--- config.mk ---
export PLATFORM = sky130hd
export DESIGN_NAME = bpgm_ram
export DESIGN_NICKNAME = d
export VERILOG_FILES = /design/src/sv/byte_permission_guest_memory_unit_assert.svh /design/src/sv/bpgm_ram.sv
export SDC_FILE = /design/constraint.sdc
export NUM_CORES = 2
export LEC_CHECK = 0
export BUFFER_PORTS_ARGS = -buffer_cell sky130_fd_sc_hd__buf_2
export CAP_MARGIN = 20
export CORE_ASPECT_RATIO = 1.4
export CORE_UTILIZATION = 40
export DETAILED_ROUTE_END_ITERATION = 12
export PLACE_DENSITY_LB_ADDON = 0.08
export SYNTH_ARGS = -nofsm -noshare
export SYNTH_HDL_FRONTEND = slang
export SYNTH_SLANG_ARGS = --single-unit
--- constraint.sdc ---
create_clock -name i_clk -period 2.85 [get_ports i_clk]
set_clock_uncertainty 0.05 [all_clocks]
set_input_delay 0.1425 -clock i_clk [delete_from_list [all_inputs] [get_ports i_clk]]
set_output_delay 0.1425 -clock i_clk [all_outputs]
set_load 0.01 [all_outputs]
--- src/sv/byte_permission_guest_memory_unit_assert.svh ---
// Assertion macros shared by the guest memory unit RTL.
`ifndef BYTE_PERMISSION_GUEST_MEMORY_UNIT_ASSERT_SVH
`define BYTE_PERMISSION_GUEST_MEMORY_UNIT_ASSERT_SVH
`ifndef SYNTH
`define BPGM_ASSERT(lbl, clk, rst_n, prop) \
    lbl: assert property (@(posedge clk) disable iff (!rst_n) prop) \
        else $error("bpgm assertion failed");
`define BPGM_NEVER(lbl, clk, rst_n, expr) \
    `BPGM_ASSERT(lbl, clk, rst_n, !(expr))
`else
`define BPGM_ASSERT(lbl, clk, rst_n, prop)
`define BPGM_NEVER(lbl, clk, rst_n, expr)
`endif
`endif

--- src/sv/bpgm_ram.sv ---
// Generic single-port RAM with registered read.
module bpgm_ram #(
    parameter int WIDTH = 8,
    parameter int DEPTH = 256
) (
    input  logic                     i_clk,
    input  logic                     i_we,
    input  logic [$clog2(DEPTH)-1:0] i_addr,
    input  logic [WIDTH-1:0]         i_wdata,
    output logic [WIDTH-1:0]         o_rdata
);
    logic [WIDTH-1:0] r_mem [DEPTH];

    // read data registered; a read during a write returns the old contents
    always_ff @(posedge i_clk) begin
        if (i_we) begin
            r_mem[i_addr] <= i_wdata;
        end
        o_rdata <= r_mem[i_addr];
    end
endmodule

==> results.json <==
{
  "grt_max_degree": 121,
  "min_path_type": "primary input to flip-flop",
  "synthTopCellsByArea": "edfxtp_1 (78%), mux4_2 (15%), a22oi_1 (2.4%), nor2_1 (1.1%), a21oi_1 (0.82%)",
  "cp_data_required_time_ns": 3.52,
  "place_hpwl_mm": 139,
  "r2r_cells": 6,
  "setup_viol": 0,
  "yosys.area.top_type_share_pct": 78.3,
  "grt_pass1_vias": 41700,
  "post-route-util_pct": 47.5,
  "final_cells": 6922,
  "tritoncts": "yes",
  "rrSetupSlack_ns": 0.02,
  "ant_nets": 0,
  "syn_area_per_cell_um2": 22.1,
  "port_buffers": 25,
  "ios": 26,
  "synth_warnings": 0,
  "fillers": 16000,
  "seq_area_frac_synth_pct": 78.6,
  "clock_sinks": 2056,
  "post-route-period-util_pct": 99.2,
  "vias": 38700,
  "dieWidth_um": 376,
  "syn-num-nets": 3565,
  "min_to": "r_mem[167][0]$_DFFE_PP_",
  "hold_start": "i_addr[4]",
  "routed_wl_mm": 215,
  "hold_depth": 5,
  "htree_num_levels": 4,
  "crit_type": "flip-flop to flip-flop",
  "r2r-end": "o_rdata[3]$_DFF_P_",
  "ys_types": 22,
  "root_buffer": "clkbuf_16",
  "worst_pin_slew_ns": 1.09,
  "dp_cells": 6550,
  "clockBufferDepth": 4,
  "clk_pin_slew_worst_paths_ns": 0.06,
  "die_h_um": 526,
  "insertion_delay_ns": 0.87,
  "wl_per_cell_um": 31.1,
  "r2r-start": "r_mem[63][3]$_DFFE_PP_",
  "area_growth_pct": 18.1,
  "final-hold-violation-count": 0,
  "power.density_mw_per_mm2": 675,
  "start_util_pct": 40.2,
  "rows": 192,
  "drt_iter0_markers": 3485,
  "cts_buffers": 202,
  "syn_inst": 3547,
  "antenna_found_initial": 7,
  "layout-drive-gt1-share_pct": 33.1,
  "slew_viol_final": 0,
  "grt_util_all_layers_pct": 21.9,
  "finalCriticalPeriod_ns": 2.83,
  "post-cts-setup-buffers": 0,
  "outcome": "finished, final reports clean",
  "netlist_area_mm2": 0.0785,
  "crit_arrival_ns": 3.49,
  "drc": 0,
  "fin_nets": 4164,
  "slew_headroom_pct": 27.4,
  "cp-end-kind": "flip-flop",
  "dr.pass1.iters": 5,
  "grt_setup_unrepaired": "no",
  "timing.fmax_mhz": 354,
  "yosysTopAreaCell": "edfxtp_1",
  "vdd_ir_drop_max_mv": 0.514,
  "grt_pass1_wl_mm": 309,
  "cp-start-kind": "flip-flop",
  "cp_max_fo": 1,
  "die_area_mm2": 0.198,
  "p_leak_nw": 29.2,
  "routed_via_density": 5.59,
  "gp_congestion": 0.817,
  "max_cap_viol_count": 0,
  "grt-ovfl-total": 0,
  "core-area_mm2": 0.195,
  "synth_seq_cells": 2056
}
[per-layer routing]
metal  up-vias  GRT usage (%)  routed length [µm]
met4         2           5.82                5630
met1     21100           28.1               85200
met3       284           2.74                9820
met2      1085           39.1              114000
li1      16300              -                   -
met5         -              0                  13
[what timing repair did]
item	in CTS	in global routing
endpoints found under the hold margin	732	0
gates resized for setup	3	0
endpoints found under the setup margin	2	0
hold buffers	11	0
[power breakdown]
part	switching [mW]	total (mW)	internal (mW)
combinational	2.00	3.25	1.25
clock	11.2	26.0	14.7
sequential	0.0579	33.4	33.3
[area by class of cell]
class | count | area [µm²] | share of cell area (%)
Antenna cell | 3 | 7.51 | 0.00810
Timing Repair Buffer | 627 | 5650 | 6.09
Tap cell | 2619 | 3280 | 3.53
Multi-Input combinational cell | 1258 | 15800 | 17.0
Clock buffer | 241 | 5250 | 5.67
Sequential cell | 2056 | 61700 | 66.5
Clock inverter | 117 | 1060 | 1.14
Inverter | 1 | 3.75 | 0.00405
[state kept, by name (all words and copies together) (netlist names)]
register and cells:
o_rdata 8, r_mem 2048
[worst max-delay path, stage by stage (launching register included)]
cell and delay [ns]:
edfxtp_1 0.37, mux4_2 0.48, a22oi_1 0.35, a21oi_1 0.24, o41ai_1 0.86, buf_4 0.26, nand4_1 0.09
[logic make-up after synthesis]
group | share of synthesized area [%]
buffers and inverters | 1.40
and+or+nand+nor | 1.73
DFF | 78.6
AOI/OAI and AO/OA | 3.62
muxes | 14.7
[worst max-delay path by stage]
stage	cells after the start	end	startpoint
2_1_floorplan	9	r_mem[111][0]$_DFFE_PP_	i_addr[1]
3_3_place_gp	10	o_rdata[0]$_DFF_P_	i_addr[0]
3_5_place_dp	10	o_rdata[0]$_DFF_P_	i_addr[0]
4_1_cts	6	o_rdata[3]$_DFF_P_	r_mem[41][3]$_DFFE_PP_
5_1_grt	6	o_rdata[3]$_DFF_P_	r_mem[60][3]$_DFFE_PP_
6_report	6	o_rdata[3]$_DFF_P_	r_mem[63][3]$_DFFE_PP_
[placed cells by master (no fill, tap or decap), types with 13 or more instances in the layout]
cell / count
a22oi_1: 256
buf_4: 521
clkinv_2: 44
buf_12: 70
mux4_2: 512
nor2_1: 231
nand2_1: 28
a21oi_1: 128
clkbuf_16: 204
clkinv_1: 38
clkbuf_1: 36
bufinv_16: 18
nor3_1: 30
nand3_1: 13
edfxtp_1: 2048
o41ai_1: 28
buf_2: 15
[cells in the mapped netlist]
cell,n
buf_6,16
buf_4,16
and2_1,3
o41ai_1,32
or3_1,1
mux4_2,512
dfxtp_1,8
edfxtp_1,2048
nand2b_1,6
buf_2,36
nor3_1,30
nand2_1,28
nand4_1,8
nor2b_1,7
a21oi_1,128
inv_1,1
nand3_1,13
a22oi_1,256
clkbuf_1,145
buf_1,19
or2_2,2
nor2_1,232
[metrics by stage]
stage               hold WS, ns  setup slack [ns]  setup TNS [ns]  cell area [µm²]  power (mW)
global placement          0.508            -0.752           -3.14            86200        37.3
finish                   0.0768            0.0223               0            92700        62.6
CTS                      0.0144             0.110               0            92700        63.3
floorplan                 0.191             0.439               0            78500        35.5
global route             0.0581            0.0405               0            92700        64.4
detailed placement        0.510            -0.766           -2.97            86200        37.4
No activity file was read; power rests on OpenSTA's default activity.
